## config.mk

```make
export PLATFORM = sky130hd
export DESIGN_NAME = linear_scan_register_allocator
export DESIGN_NICKNAME = d
export VERILOG_FILES = /design/src/rtl/core/lsra_pkg.sv /design/src/rtl/core/lsra_ram.sv /design/src/rtl/core/lsra_ctrl.sv /design/src/rtl/core/lsra_dp.sv /design/src/rtl/core/linear_scan_register_allocator.sv
export SDC_FILE = /design/constraint.sdc
export NUM_CORES = 2
export LEC_CHECK = 0
export BUFFER_PORTS_ARGS = -buffer_cell sky130_fd_sc_hd__buf_2
export CAP_MARGIN = 10
export CORE_ASPECT_RATIO = 0.75
export CORE_MARGIN = 8
export CORE_UTILIZATION = 31
export DETAILED_ROUTE_END_ITERATION = 8
export SKIP_CTS_REPAIR_TIMING = 1
export SYNTH_ARGS = -nofsm -noshare
export SYNTH_HDL_FRONTEND = slang
export SYNTH_SLANG_ARGS = --single-unit
```

## constraint.sdc

```tcl
create_clock -name clk -period 6.15 [get_ports clk]
set_clock_uncertainty 0.15 [all_clocks]
set_input_delay 1.845 -clock clk [delete_from_list [all_inputs] [get_ports clk]]
set_output_delay 1.845 -clock clk [all_outputs]
set_load 0.01 [all_outputs]
```

## src/rtl/core/lsra_pkg.sv

```systemverilog
package lsra_pkg;

  // Width of a register number on the result side
  localparam int REG_W = 6;
  // Result tdata width, padded to whole bytes
  localparam int OUT_W = ((REG_W + 7) / 8) * 8;

  typedef enum logic [2:0] {
    ST_IDLE,
    ST_COUNT,
    ST_COMPACT,
    ST_POP,
    ST_ALLOC
  } state_t;

  // Commands from the controller to the datapath
  typedef struct packed {
    logic load;
    logic scan_init;
    logic scan_run;
    logic count_en;
    logic compact_en;
    logic commit;
    logic pop;
    logic alloc;
  } cmd_t;

  // Status from the datapath to the controller
  typedef struct packed {
    logic scan_done;
    logic out_free;
  } stat_t;

endpackage

```

## src/rtl/core/lsra_ram.sv

```systemverilog
module lsra_ram #(
  parameter int WIDTH = 8,
  parameter int DEPTH = 64
) (
  input  logic                     clk,
  input  logic                     we,
  input  logic [$clog2(DEPTH)-1:0] waddr,
  input  logic [WIDTH-1:0]         wdata,
  input  logic                     re,
  input  logic [$clog2(DEPTH)-1:0] raddr,
  output logic [WIDTH-1:0]         rdata
);

  logic [WIDTH-1:0] mem [DEPTH];

  // Write port
  always_ff @(posedge clk) begin
    if (we) begin
      mem[waddr] <= wdata;
    end
  end

  // Registered read port, holds its data when not enabled
  always_ff @(posedge clk) begin
    if (re) begin
      rdata <= mem[raddr];
    end
  end

endmodule

```

## src/rtl/core/lsra_ctrl.sv

```systemverilog
module lsra_ctrl (
  input  logic          clk,
  input  logic          rst_n,
  input  logic          in_tvalid,
  output logic          in_tready,
  input  lsra_pkg::stat_t stat,
  output lsra_pkg::cmd_t  cmd
);

  import lsra_pkg::*;

  state_t state_r;
  state_t state_nxt;

  // Next state
  always_comb begin
    state_nxt = state_r;
    case (state_r)
      ST_IDLE: begin
        if (in_tvalid) begin
          state_nxt = ST_COUNT;
        end
      end
      ST_COUNT: begin
        if (stat.scan_done) begin
          state_nxt = ST_COMPACT;
        end
      end
      ST_COMPACT: begin
        if (stat.scan_done) begin
          state_nxt = ST_POP;
        end
      end
      ST_POP: begin
        state_nxt = ST_ALLOC;
      end
      ST_ALLOC: begin
        if (stat.out_free) begin
          state_nxt = ST_IDLE;
        end
      end
      default: begin
        state_nxt = ST_IDLE;
      end
    endcase
  end

  // Outputs
  always_comb begin
    cmd       = '0;
    in_tready = 1'b0;
    case (state_r)
      ST_IDLE: begin
        in_tready = 1'b1;
        if (in_tvalid) begin
          cmd.load      = 1'b1;
          cmd.scan_init = 1'b1;
        end
      end
      ST_COUNT: begin
        cmd.scan_run = 1'b1;
        cmd.count_en = 1'b1;
        if (stat.scan_done) begin
          cmd.scan_init = 1'b1;
        end
      end
      ST_COMPACT: begin
        cmd.scan_run   = 1'b1;
        cmd.compact_en = 1'b1;
        if (stat.scan_done) begin
          cmd.commit = 1'b1;
        end
      end
      ST_POP: begin
        cmd.pop = 1'b1;
      end
      ST_ALLOC: begin
        if (stat.out_free) begin
          cmd.alloc = 1'b1;
        end
      end
      default: begin
        cmd = '0;
      end
    endcase
  end

  always_ff @(posedge clk) begin
    if (!rst_n) begin
      state_r <= ST_IDLE;
    end else begin
      state_r <= state_nxt;
    end
  end

endmodule

```

## src/rtl/core/lsra_dp.sv

```systemverilog
module lsra_dp #(
  parameter int MAX_ACTIVE = 64,
  parameter int INDEX_BITS = 16
) (
  input  logic                        clk,
  input  logic                        rst_n,
  input  lsra_pkg::cmd_t              cmd,
  output lsra_pkg::stat_t             stat,
  input  logic                        first_of_run,
  input  logic [INDEX_BITS-1:0]       interval_start,
  input  logic [INDEX_BITS-1:0]       interval_end,
  input  logic                        out_tready,
  output logic                        out_tvalid,
  output logic [lsra_pkg::REG_W-1:0]  assigned_register,
  output logic                        overflow
);

  import lsra_pkg::*;

  localparam int AW = (MAX_ACTIVE > 1) ? $clog2(MAX_ACTIVE) : 1;
  localparam int CW = $clog2(MAX_ACTIVE + 1);
  localparam int PW = CW + 1;
  localparam int EW = INDEX_BITS + REG_W;

  // Control state
  logic [CW-1:0] cnt_r, cnt_nxt;
  logic [CW-1:0] fc_r, fc_nxt;
  logic          rd_vld_r, rd_vld_nxt;
  logic          out_valid_r, out_valid_nxt;

  // Per-interval working registers
  logic [INDEX_BITS-1:0] start_r, start_nxt;
  logic [INDEX_BITS-1:0] end_r, end_nxt;
  logic [CW-1:0]         rd_ptr_r, rd_ptr_nxt;
  logic [CW-1:0]         exp_r, exp_nxt;
  logic [CW-1:0]         rank_r, rank_nxt;
  logic [CW-1:0]         wr_ptr_r, wr_ptr_nxt;
  logic                  popped_r, popped_nxt;
  logic [REG_W-1:0]      out_reg_r, out_reg_nxt;
  logic                  out_ovf_r, out_ovf_nxt;

  // Memory ports
  logic             act_we, act_re;
  logic [AW-1:0]    act_waddr;
  logic [EW-1:0]    act_wdata, act_q;
  logic             fr_we, fr_re;
  logic [AW-1:0]    fr_waddr, fr_raddr;
  logic [REG_W-1:0] fr_q;

  logic [INDEX_BITS-1:0] q_end;
  logic [REG_W-1:0]      q_reg;
  logic                  expired;
  logic [PW-1:0]         push_pos;
  logic [PW-1:0]         fc_sum;
  logic                  ovf;
  logic [REG_W+CW-1:0]   cnt_ext;
  logic [REG_W-1:0]      new_reg;

  assign q_end   = act_q[EW-1:REG_W];
  assign q_reg   = act_q[REG_W-1:0];
  assign expired = (q_end <= start_r);
  assign ovf     = (cnt_r >= CW'(MAX_ACTIVE));
  assign cnt_ext = {{REG_W{1'b0}}, cnt_r};
  assign new_reg = popped_r ? fr_q : cnt_ext[REG_W-1:0];

  // Expired entries land on the stack so that the highest index is pushed first
  assign push_pos = {1'b0, fc_r} + {1'b0, exp_r} - PW'(1) - {1'b0, rank_r};
  assign fc_sum   = {1'b0, fc_r} + {1'b0, exp_r};

  // Status
  assign stat.scan_done = (rd_ptr_r == cnt_r) && !rd_vld_r;
  assign stat.out_free  = !out_valid_r || out_tready;

  // Active list read: one entry per cycle in ascending order
  assign act_re = cmd.scan_run && !cmd.scan_init && (rd_ptr_r < cnt_r);

  // Active list write: keep a survivor during compaction, or append
  always_comb begin
    act_we    = 1'b0;
    act_waddr = wr_ptr_r[AW-1:0];
    act_wdata = act_q;
    if (cmd.compact_en && rd_vld_r && !expired) begin
      act_we = 1'b1;
    end else if (cmd.alloc && !ovf) begin
      act_we    = 1'b1;
      act_waddr = cnt_r[AW-1:0];
      act_wdata = {end_r, new_reg};
    end
  end

  // Free stack: push during compaction, drop pushes beyond its depth
  assign fr_we    = cmd.compact_en && rd_vld_r && expired && (push_pos < PW'(MAX_ACTIVE));
  assign fr_waddr = push_pos[AW-1:0];
  assign fr_re    = cmd.pop && !ovf && (fc_r != '0);
  assign fr_raddr = fc_r[AW-1:0] - AW'(1);

  // Next values
  always_comb begin
    cnt_nxt       = cnt_r;
    fc_nxt        = fc_r;
    rd_vld_nxt    = 1'b0;
    out_valid_nxt = out_valid_r;
    start_nxt     = start_r;
    end_nxt       = end_r;
    rd_ptr_nxt    = rd_ptr_r;
    exp_nxt       = exp_r;
    rank_nxt      = rank_r;
    wr_ptr_nxt    = wr_ptr_r;
    popped_nxt    = popped_r;
    out_reg_nxt   = out_reg_r;
    out_ovf_nxt   = out_ovf_r;

    // Capture the transaction, clear the run on its first interval
    if (cmd.load) begin
      start_nxt = interval_start;
      end_nxt   = interval_end;
      exp_nxt   = '0;
      if (first_of_run) begin
        cnt_nxt = '0;
        fc_nxt  = '0;
      end
    end

    // Advance the scan pointer
    if (cmd.scan_init) begin
      rd_ptr_nxt = '0;
      rank_nxt   = '0;
      wr_ptr_nxt = '0;
    end else if (act_re) begin
      rd_ptr_nxt = rd_ptr_r + CW'(1);
      rd_vld_nxt = 1'b1;
    end

    // First pass: count expired entries
    if (cmd.count_en && rd_vld_r && expired) begin
      exp_nxt = exp_r + CW'(1);
    end

    // Second pass: compact survivors, rank expired ones
    if (cmd.compact_en && rd_vld_r) begin
      if (expired) begin
        rank_nxt = rank_r + CW'(1);
      end else begin
        wr_ptr_nxt = wr_ptr_r + CW'(1);
      end
    end

    // Shrink the list and grow the stack, saturating at its depth
    if (cmd.commit) begin
      cnt_nxt = cnt_r - exp_r;
      fc_nxt  = (fc_sum > PW'(MAX_ACTIVE)) ? CW'(MAX_ACTIVE) : fc_sum[CW-1:0];
    end

    // Pop the top of the free stack
    if (cmd.pop) begin
      popped_nxt = fr_re;
      if (fr_re) begin
        fc_nxt = fc_r - CW'(1);
      end
    end

    // Append and load the result register
    if (cmd.alloc) begin
      out_valid_nxt = 1'b1;
      out_ovf_nxt   = ovf;
      out_reg_nxt   = ovf ? '0 : new_reg;
      if (!ovf) begin
        cnt_nxt = cnt_r + CW'(1);
      end
    end else if (out_tready) begin
      out_valid_nxt = 1'b0;
    end
  end

  always_ff @(posedge clk) begin
    if (!rst_n) begin
      cnt_r       <= '0;
      fc_r        <= '0;
      rd_vld_r    <= 1'b0;
      out_valid_r <= 1'b0;
    end else begin
      cnt_r       <= cnt_nxt;
      fc_r        <= fc_nxt;
      rd_vld_r    <= rd_vld_nxt;
      out_valid_r <= out_valid_nxt;
    end
  end

  always_ff @(posedge clk) begin
    start_r   <= start_nxt;
    end_r     <= end_nxt;
    rd_ptr_r  <= rd_ptr_nxt;
    exp_r     <= exp_nxt;
    rank_r    <= rank_nxt;
    wr_ptr_r  <= wr_ptr_nxt;
    popped_r  <= popped_nxt;
    out_reg_r <= out_reg_nxt;
    out_ovf_r <= out_ovf_nxt;
  end

  lsra_ram #(
    .WIDTH(EW),
    .DEPTH(MAX_ACTIVE)
  ) u_active (
    .clk  (clk),
    .we   (act_we),
    .waddr(act_waddr),
    .wdata(act_wdata),
    .re   (act_re),
    .raddr(rd_ptr_r[AW-1:0]),
    .rdata(act_q)
  );

  lsra_ram #(
    .WIDTH(REG_W),
    .DEPTH(MAX_ACTIVE)
  ) u_free (
    .clk  (clk),
    .we   (fr_we),
    .waddr(fr_waddr),
    .wdata(q_reg),
    .re   (fr_re),
    .raddr(fr_raddr),
    .rdata(fr_q)
  );

  assign out_tvalid        = out_valid_r;
  assign assigned_register = out_reg_r;
  assign overflow          = out_ovf_r;

  // The list and the stack never grow past their depth
  a_cnt_bound: assert property (@(posedge clk) disable iff (!rst_n)
    cnt_r <= CW'(MAX_ACTIVE))
    else $error("active count beyond depth");

  a_fc_bound: assert property (@(posedge clk) disable iff (!rst_n)
    fc_r <= CW'(MAX_ACTIVE))
    else $error("free count beyond depth");

  // A survivor is never written past the old end of the list
  a_compact_ptr: assert property (@(posedge clk) disable iff (!rst_n)
    (cmd.compact_en && rd_vld_r && !expired) |-> (wr_ptr_r < cnt_r))
    else $error("compaction write beyond list");

  // A recorded interval grows the list by exactly one
  a_append: assert property (@(posedge clk) disable iff (!rst_n)
    (cmd.alloc && !ovf) |=> (cnt_r == $past(cnt_r) + CW'(1)))
    else $error("append did not grow the list");

endmodule

```

## src/rtl/core/linear_scan_register_allocator.sv

```systemverilog
// Each interval is taken in IDLE, then passes through COUNT, COMPACT, POP and ALLOC.
// The active list held before the interval is swept through the single read port of
// the active-list RAM, once to count expiries and once to compact; with first_of_run
// set it is emptied first. A new interval is accepted only back in IDLE.
// Reset: rst_n synchronous, active low; empties the active list and the free stack
// at once, no clearing pass.
module linear_scan_register_allocator #(
  parameter int MAX_ACTIVE = 64,
  parameter int INDEX_BITS = 16
) (
  input  logic                           clk,
  input  logic                           rst_n,
  input  logic                           in_tvalid,
  output logic                           in_tready,
  // [INDEX_BITS-1:0] interval_start, [2*INDEX_BITS-1:INDEX_BITS] interval_end
  input  logic [((2*INDEX_BITS+7)/8)*8-1:0] in_tdata,
  // [0] first_of_run
  input  logic                           in_tuser,
  output logic                           out_tvalid,
  input  logic                           out_tready,
  // [5:0] assigned_register
  output logic [lsra_pkg::OUT_W-1:0]     out_tdata,
  // [0] overflow
  output logic                           out_tuser
);

  import lsra_pkg::*;

  cmd_t             cmd;
  stat_t            stat;
  logic [REG_W-1:0] assigned_register;

  lsra_ctrl u_ctrl (
    .clk      (clk),
    .rst_n    (rst_n),
    .in_tvalid(in_tvalid),
    .in_tready(in_tready),
    .stat     (stat),
    .cmd      (cmd)
  );

  lsra_dp #(
    .MAX_ACTIVE(MAX_ACTIVE),
    .INDEX_BITS(INDEX_BITS)
  ) u_dp (
    .clk              (clk),
    .rst_n            (rst_n),
    .cmd              (cmd),
    .stat             (stat),
    .first_of_run     (in_tuser),
    .interval_start   (in_tdata[INDEX_BITS-1:0]),
    .interval_end     (in_tdata[2*INDEX_BITS-1:INDEX_BITS]),
    .out_tready       (out_tready),
    .out_tvalid       (out_tvalid),
    .assigned_register(assigned_register),
    .overflow         (out_tuser)
  );

  // Pad the register number to whole bytes
  assign out_tdata = {{(OUT_W-REG_W){1'b0}}, assigned_register};

endmodule

```

After elaboration in Yosys (flattened, before gate mapping)
Memories as Yosys holds them, arrays and structs flattened. A register that Yosys moved wholly into a read port is not among the register bits. Cells that the tools add are included.

Flip-flop bits (word level): 87. Latch bits: 0. Memory bits (writable): 1792. ROM bits: 0. Input bits: 37. Output and inout bits: 11. Logic and storage cells: 116. Memories: 2.

$add $sub $neg: 11. Multipliers: 0. Divide/modulo/power cells: 0. Magnitude comparators: 5. Equal/unequal tests: 9. Shifts and indexed selects: 0. Multiplexer cells: 49. Bitwise gates (word level): 1. Reductions and logical operators: 25.

Memories: u_dp.u_active.mem (depth 64, width 22, read ports 1, clocked after memory_dff 1, wr ports 1, RTL line lsra_ram.sv:14) `logic [WIDTH-1:0] mem [DEPTH];`; u_dp.u_free.mem (depth 64, width 6, read ports 1, clocked after memory_dff 1, wr ports 1, RTL line lsra_ram.sv:14).

Operators by type and width (number): 7-bit 2-to-1 mux (19); 22-bit 2-to-1 mux (2); 7-bit by 1-bit adder with 7-bit output (second input constant) (5); 6-bit 2-to-1 mux (3); 1-bit 2-to-1 mux (17); 16-bit less-or-equal comparator (1); 3-bit one-hot mux with 5 select lines (1); 1-bit logical AND (12); 3-bit 2-to-1 mux (4); 7-bit by 7-bit adder with 8-bit output (1); 8-bit by 7-bit > comparator with 1-bit output (second input constant) (1); 8-bit by 7-bit less-than comparator with 1-bit output (second input constant) (1); 2-bit != test (second input constant) (4); 8-bit by 1-bit subtractor with 8-bit output (second input constant) (1); 8-bit by 7-bit subtractor with 8-bit output (1); 7-bit equality test (1); 7-bit >= comparator (second input constant) (1); 7-bit less-than comparator (1); 7-bit nonzero test (1); 7-bit by 1-bit subtractor with 7-bit output (second input constant) (1); 7-bit subtractor (1); 3-bit by 2-bit equality test with 1-bit output (second input constant) (2); 6-bit by 1-bit subtractor with 6-bit output (second input constant) (1); 1-bit zero test (5); other kinds (10) (13).

Longest topological paths before layout
Word-level depth: 9. Mapped depth: 15. Mapped depth without buffers: 14.

Hierarchy
A second synthesis with hierarchy kept.

Cell total of the unflattened synthesis: 3642. Area, all modules: 75529.9 µm².

Modules (own cells, without submodules): lsra_ram at u_dp.u_active (instances 1, cells each 2349, area an instance 54481.0 µm², seq. area each 42941.2 µm²); lsra_ram at u_dp.u_free (instances 1, cells each 720, area an instance 15285.9 µm², seq. area each 11711.2 µm²); lsra_dp (instances 1, cells each 542, area an instance 5485.3 µm², seq. area each 2132.0 µm²); lsra_ctrl (instances 1, cells each 28, area an instance 259.0 µm², seq. area each 60.1 µm²); linear_scan_register_allocator (instances 1, cells each 3, area an instance 18.8 µm², seq. area each 0.0 µm²).

Worst setup path before layout
Ideal clock, no wire load.

Path kind: input to register. From: input port out_tready. To: memory u_dp.u_active.mem[0][0] (netlist name) (data pin). Library setup time: 0.702 ns. Data arrival time: 5.267 ns. Slack: 0.031 ns. Stages: 7. Buffers on the path: 3. Cell sequence: nor2b_1 > nand2b_1 > nand2b_1 > buf_2 > buf_2 > clkbuf_1 > o21ai_0.

Longest elaborated chain between the ends: 6.

Ends and longest elaborated chain: start: declaration (RTL line linear_scan_register_allocator.sv:20) `input logic out_tready,`; 1-bit logical OR (RTL line lsra_dp.sv:72) `assign stat.out_free = !out_valid_r || out_tready;`; 1-bit 2-to-1 mux (RTL line lsra_ctrl.sv:78) `if (stat.out_free) begin`; 1-bit 2-to-1 mux (RTL line lsra_ctrl.sv:52) `case (state_r)`; 1-bit logical AND (RTL line lsra_dp.sv:84) `end else if (cmd.alloc && !ovf) begin`; 22-bit 2-to-1 mux (RTL line lsra_dp.sv:84); 22-bit 2-to-1 mux (RTL line lsra_dp.sv:82) `if (cmd.compact_en && rd_vld_r && !expired) begin`; named net u_dp.act_wdata[0] (RTL line lsra_dp.sv:45) `logic [EW-1:0] act_wdata, act_q;`; end: declaration (RTL line lsra_ram.sv:14).

The timed path passes the listed nets, and every way through them passes these cells.

Worst setup path after layout
From: register u_dp.exp_r[0]. To: memory u_dp.u_free.mem[30][0] (netlist name) (enable).

Longest elaborated chain between the ends: 7.

Ends and longest elaborated chain: start: declaration (RTL line lsra_dp.sv:35) `logic [CW-1:0] exp_r, exp_nxt;`; start signal: assignment (RTL line lsra_dp.sv:193) `exp_r <= exp_nxt;`; 7-bit by 7-bit adder with 8-bit output (*) (RTL line lsra_dp.sv:67) `assign push_pos = {1'b0, fc_r} + {1'b0, exp_r} - PW'(1) - {1'b0, rank_r};`; 8-bit by 1-bit subtractor with 8-bit output (*) (RTL line lsra_dp.sv:67); 8-bit by 7-bit subtractor with 8-bit output (*) (RTL line lsra_dp.sv:67); 8-bit by 7-bit less-than comparator with 1-bit output (RTL line lsra_dp.sv:92) `assign fr_we = cmd.compact_en && rd_vld_r && expired && (push_pos < PW'(MAX_ACTIVE));`; 1-bit logical AND (RTL line lsra_dp.sv:92); 1-bit 2-to-1 mux (RTL line lsra_ram.sv:18) `if (we) begin`; 1-bit 2-to-1 mux (not written as such) (RTL line lsra_ram.sv:19) `mem[waddr] <= wdata;`; end: declaration (RTL line lsra_ram.sv:14).

Mark *: on every way between the ends. The rest lies on a longest branch, timed or not.

==> out/results.txt <==
For the all-layer global routing usage, the log shows 0.143. The number of warnings reported in the yosys synthesis log was 0; the final routed DRC violation total was 0. After legalization and detailed placement, the total HPWL measured 117000 µm. The hold violation total from the final report came out at 0. For this block, the routed nets add up to 191000 µm of wire. Setup repair after global routing left no endpoint under its margin. The shortest period the worst path allows is 5.01 ns, and the number of storage elements in the synthesis netlist is 1906.

The tools report the origin of the worst setup path as u_dp.exp_r[0]$_SDFFCE_PN0P_. For the worst setup path, the data arrival time is 5.31 ns. Counting cells, the worst reg-to-reg path comes to 14. From left edge to right edge, the die measures 585 µm. OpenSTA, run right after detailed placement, puts the worst setup slack at 1.03 ns. Setup total negative slack on the finished layout was measured at 0 ns.

Post-layout worst setup margin: 1.14 ns. Among cell families on the critical path, the largest total delay comes from compound AO/OA/AOI/OAI gates. Largest net degree at the start of global routing: 120. The later pin in the worst-skew pair is clocked with a latency of 0.83 ns.

The area used by multi-input combinational logic was 17900 µm²; the filler cell count in the final layout was 22100. The final cycle utilization of the critical path came out at 0.814. At the end of the flow, the number of nets in the layout was 3767. For this run, the top clock speed supported by timing is 200 MHz.

In this run, synthesis inferred 1867 flip-flops with an integrated enable. The number of clock buffers inserted by TritonCTS is 172, and the number of nets still failing antenna checks after routing is 0. The worst hold slack across all endpoints is 0.338 ns, and the sequential element share of the synthesized area is 0.755.

The floorplan step defined a core boundary enclosing 241000 µm². Dividing total power by cell area gives a power density of 368 nW/µm². The H-tree generated during clock tree synthesis spans 4 levels. Clock tree synthesis found a total of 1906 sinks.

The logic depth of the worst setup path including buffers was 14. After synthesis the cells add up to 75300 µm². The count of cells along the worst hold path was 1. The slowest stage of the critical path is the sky130_fd_sc_hd__nor2_1 cell. The number of global-route vias before repair is 35700. The run finished with clean final reports. Among all flip-flop cells after synthesis, the most frequent one is sky130_fd_sc_hd__edfxtp_1. The tools report the worst max-slew margin expressed relative to the limit as 0.195.

The I/O pin count was 48; the global-route wire length before repair was 271000 µm. The tools report the number of antenna violations at the first check in global routing as 14. TritonCTS built the clock tree. Yosys instantiated no cell more often than sky130_fd_sc_hd__edfxtp_1. The setup-violating endpoint count in the final report is 0, and the total die area is 259000 µm². Ratio of cells with drive above 1 in the final layout: 0.280. For the number of pins with negative max-slew slack in the final report, the log shows 0. The tools report the source of the worst register-to-register timing path as u_dp.exp_r[0]$_SDFFCE_PN0P_. Using the TritonRoute via totals, the vias-per-cell ratio works out to 5.18. The peak supply drop is 0.255 mV. The count of mapped cells out of synthesis came out at 3511.

For the distinct cell type count of the synthesized netlist, the log shows 63. In this run the static leakage power is 25.4 nW. The number of DRC markers in iteration 0 is 4924, and the layout-stage area growth over the synthesis result is 14.0%. The peak per-stage delay on the critical path works out to 0.64 ns.

Data on the critical path is required at its endpoint by 6.46 ns. In this run the clock root is driven by a sky130_fd_sc_hd__clkbuf_16. Max-cap violations in this run came to 0. Summed over all layers, the global routing overflow is 0. Summing all flip-flop and latch instances after layout gives 56900 µm². The transition time at the pin with the least slew margin was 1.20 ns; the initial standard-cell utilization of the core was 0.312. The run gives 0.883 as the routability congestion estimate. The highest fanout seen on the critical path came out at 12. Walking the worst path, the cells encountered are ha_1 -> inv_1 -> fa_1 -> nand2b_1 -> a21oi_1 -> xor2_1 -> ha_1 -> a21oi_1 -> and4b_1 -> nand3_1 -> o32ai_1 -> buf_4 -> a22oi_1 -> nor2_1.

The post-synthesis average cell area is 21.5 µm², and the share of flip-flops with an asynchronous set or reset after synthesis is 0. The top cell type by total area after synthesis was sky130_fd_sc_hd__edfxtp_1. The critical path class was register to register. By area the synthesized netlist is led by sky130_fd_sc_hd__edfxtp_1, sky130_fd_sc_hd__mux4_2, sky130_fd_sc_hd__dfxtp_1, sky130_fd_sc_hd__nor2_1, sky130_fd_sc_hd__ha_1. After detailed routing, the average wire length per cell comes to 27.1 µm.

Input and output buffers added on the ports amount to 45. The area fraction of the dominant cell type after synthesis works out to 0.744. The floorplan has 156 rows.

The first TritonRoute pass finished after 6 iterations. The startpoint identified for the worst hold timing path is u_dp.rank_r[6]$_DFF_P_. After layout, the design draws a total of 31.6 mW.

Counting instances in the post-synthesis netlist gives the leading cell types as sky130_fd_sc_hd__edfxtp_1, sky130_fd_sc_hd__mux4_2, sky130_fd_sc_hd__nor2_1. After clock tree synthesis, the clock-pin slew on the worst setup and hold paths is 0.06 ns. The longest clock path from root to sink contains 4 buffers. The run gives 36500 as the total via count in the routed design. The worst setup path is launched from a register. The die extent in y came out at 443 µm.

In this run the worst hold path is classified as register to register. The number of buffers and inverters on the critical path is 2. The sort of element at the end of the critical path was a register.
-- per-layer routing --
layer / routed length [µm] / vias to the layer above / global-route usage
met1: 87400 / 19800 / 0.221
li1: - / 14900 / -
met3: 17200 / 241 / 0.0336
met4: 4320 / 2 / 0.0322
met5: 51 / - / 0.00130
met2: 81700 / 1556 / 0.203
-- worst register-to-register path: stages (launching register included) --
cell and delay [ns]:
sky130_fd_sc_hd__edfxtp_1 0.44, sky130_fd_sc_hd__ha_1 0.20, sky130_fd_sc_hd__inv_1 0.05, sky130_fd_sc_hd__fa_1 0.39
sky130_fd_sc_hd__nand2b_1 0.18, sky130_fd_sc_hd__a21oi_1 0.25, sky130_fd_sc_hd__xor2_1 0.39, sky130_fd_sc_hd__ha_1 0.36
sky130_fd_sc_hd__a21oi_1 0.48, sky130_fd_sc_hd__and4b_1 0.28, sky130_fd_sc_hd__nand3_1 0.08, sky130_fd_sc_hd__o32ai_1 0.16
sky130_fd_sc_hd__buf_4 0.26, sky130_fd_sc_hd__a22oi_1 0.36, sky130_fd_sc_hd__nor2_1 0.65
-- stage by stage --
step / utilization / area (µm²) / std cells
global route: 0.356 / 85800 / 7047
CTS: 0.356 / 85800 / 7046
floorplan: - / 75300 / 3512
finish: 0.356 / 85800 / 7048
detailed placement: 0.333 / 80400 / 6741
global placement: 0.333 / 80400 / 6741
-- logic make-up (layout without fill, tap and decap cells) --
logic type,Yosys count,count (layout),share of synthesized area
xor gates and xnor gates,31,31,0.00361
other,1,3,0.0000498
and+or+nand+nor,490,490,0.0296
DFF,1906,1906,0.755
buffers and inverters,228,524,0.0132
muxes,608,608,0.173
AOI/OAI and AO/OA,194,194,0.0164
adders and majority gates,53,53,0.00910
-- final timing paths --
check	endpoint	slack [ns]
min	u_dp.rank_r[6]$_DFF_P_	0.34
max	u_dp.u_free.mem[30][0]$_DFFE_PP_	1.14
max reg2reg	u_dp.u_free.mem[30][0]$_DFFE_PP_	1.14
min reg2reg	u_dp.rank_r[6]$_DFF_P_	0.34
-- flip-flops by register name, indices dropped and copies added, names as in the netlist, 3 cells and up --
| register | count |
|---|---|
| u_ctrl.state_r | 3 |
| u_dp.assigned_register | 6 |
| u_dp.cnt_r | 7 |
| u_dp.end_r | 16 |
| u_dp.exp_r | 7 |
| u_dp.fc_r | 7 |
| u_dp.rank_r | 7 |
| u_dp.rd_ptr_r | 7 |
| u_dp.start_r | 16 |
| u_dp.u_active.mem | 1408 |
| u_dp.u_active.rdata | 22 |
| u_dp.u_free.mem | 384 |
| u_dp.u_free.rdata | 6 |
| u_dp.wr_ptr_r | 6 |
-- cell usage in the layout, fill, tap and decap left out, drive strengths merged, types with 5 or more instances in the layout --
cell type / n
and2: 9
a21o: 6
mux2i: 50
edfxtp: 1867
o31ai: 8
xnor2: 18
nand3b: 5
o21a: 5
nor2b: 44
a21oi: 63
or3: 11
nand2b: 13
nand3: 21
clkinv: 71
nand2: 143
clkbuf: 212
a22oi: 12
nor2: 185
bufinv: 15
nand4: 10
dfxtp: 39
nor3: 16
a211oi: 33
o21ai: 36
ha: 50
mux4: 556
inv: 53
xor2: 13
buf: 170
nor4: 13
and3: 11
-- area by class of cell --
class                   instances  area share
flip-flops and latches       1906       0.662
repair buffers                170      0.0164
well taps                    3239      0.0472
inverters                      49     0.00214
clock inverters                93     0.00988
diodes                          1   0.0000291
clock buffers                 212      0.0530
multi-input cells            1378       0.209
-- power by group --
group          internal [mW]  switching, mW  total (mW)
logic                   2.20           3.65        5.84
clock network           5.89           4.73        10.6
registers               15.0          0.182        15.1
Power figures use the tool's default switching activity.
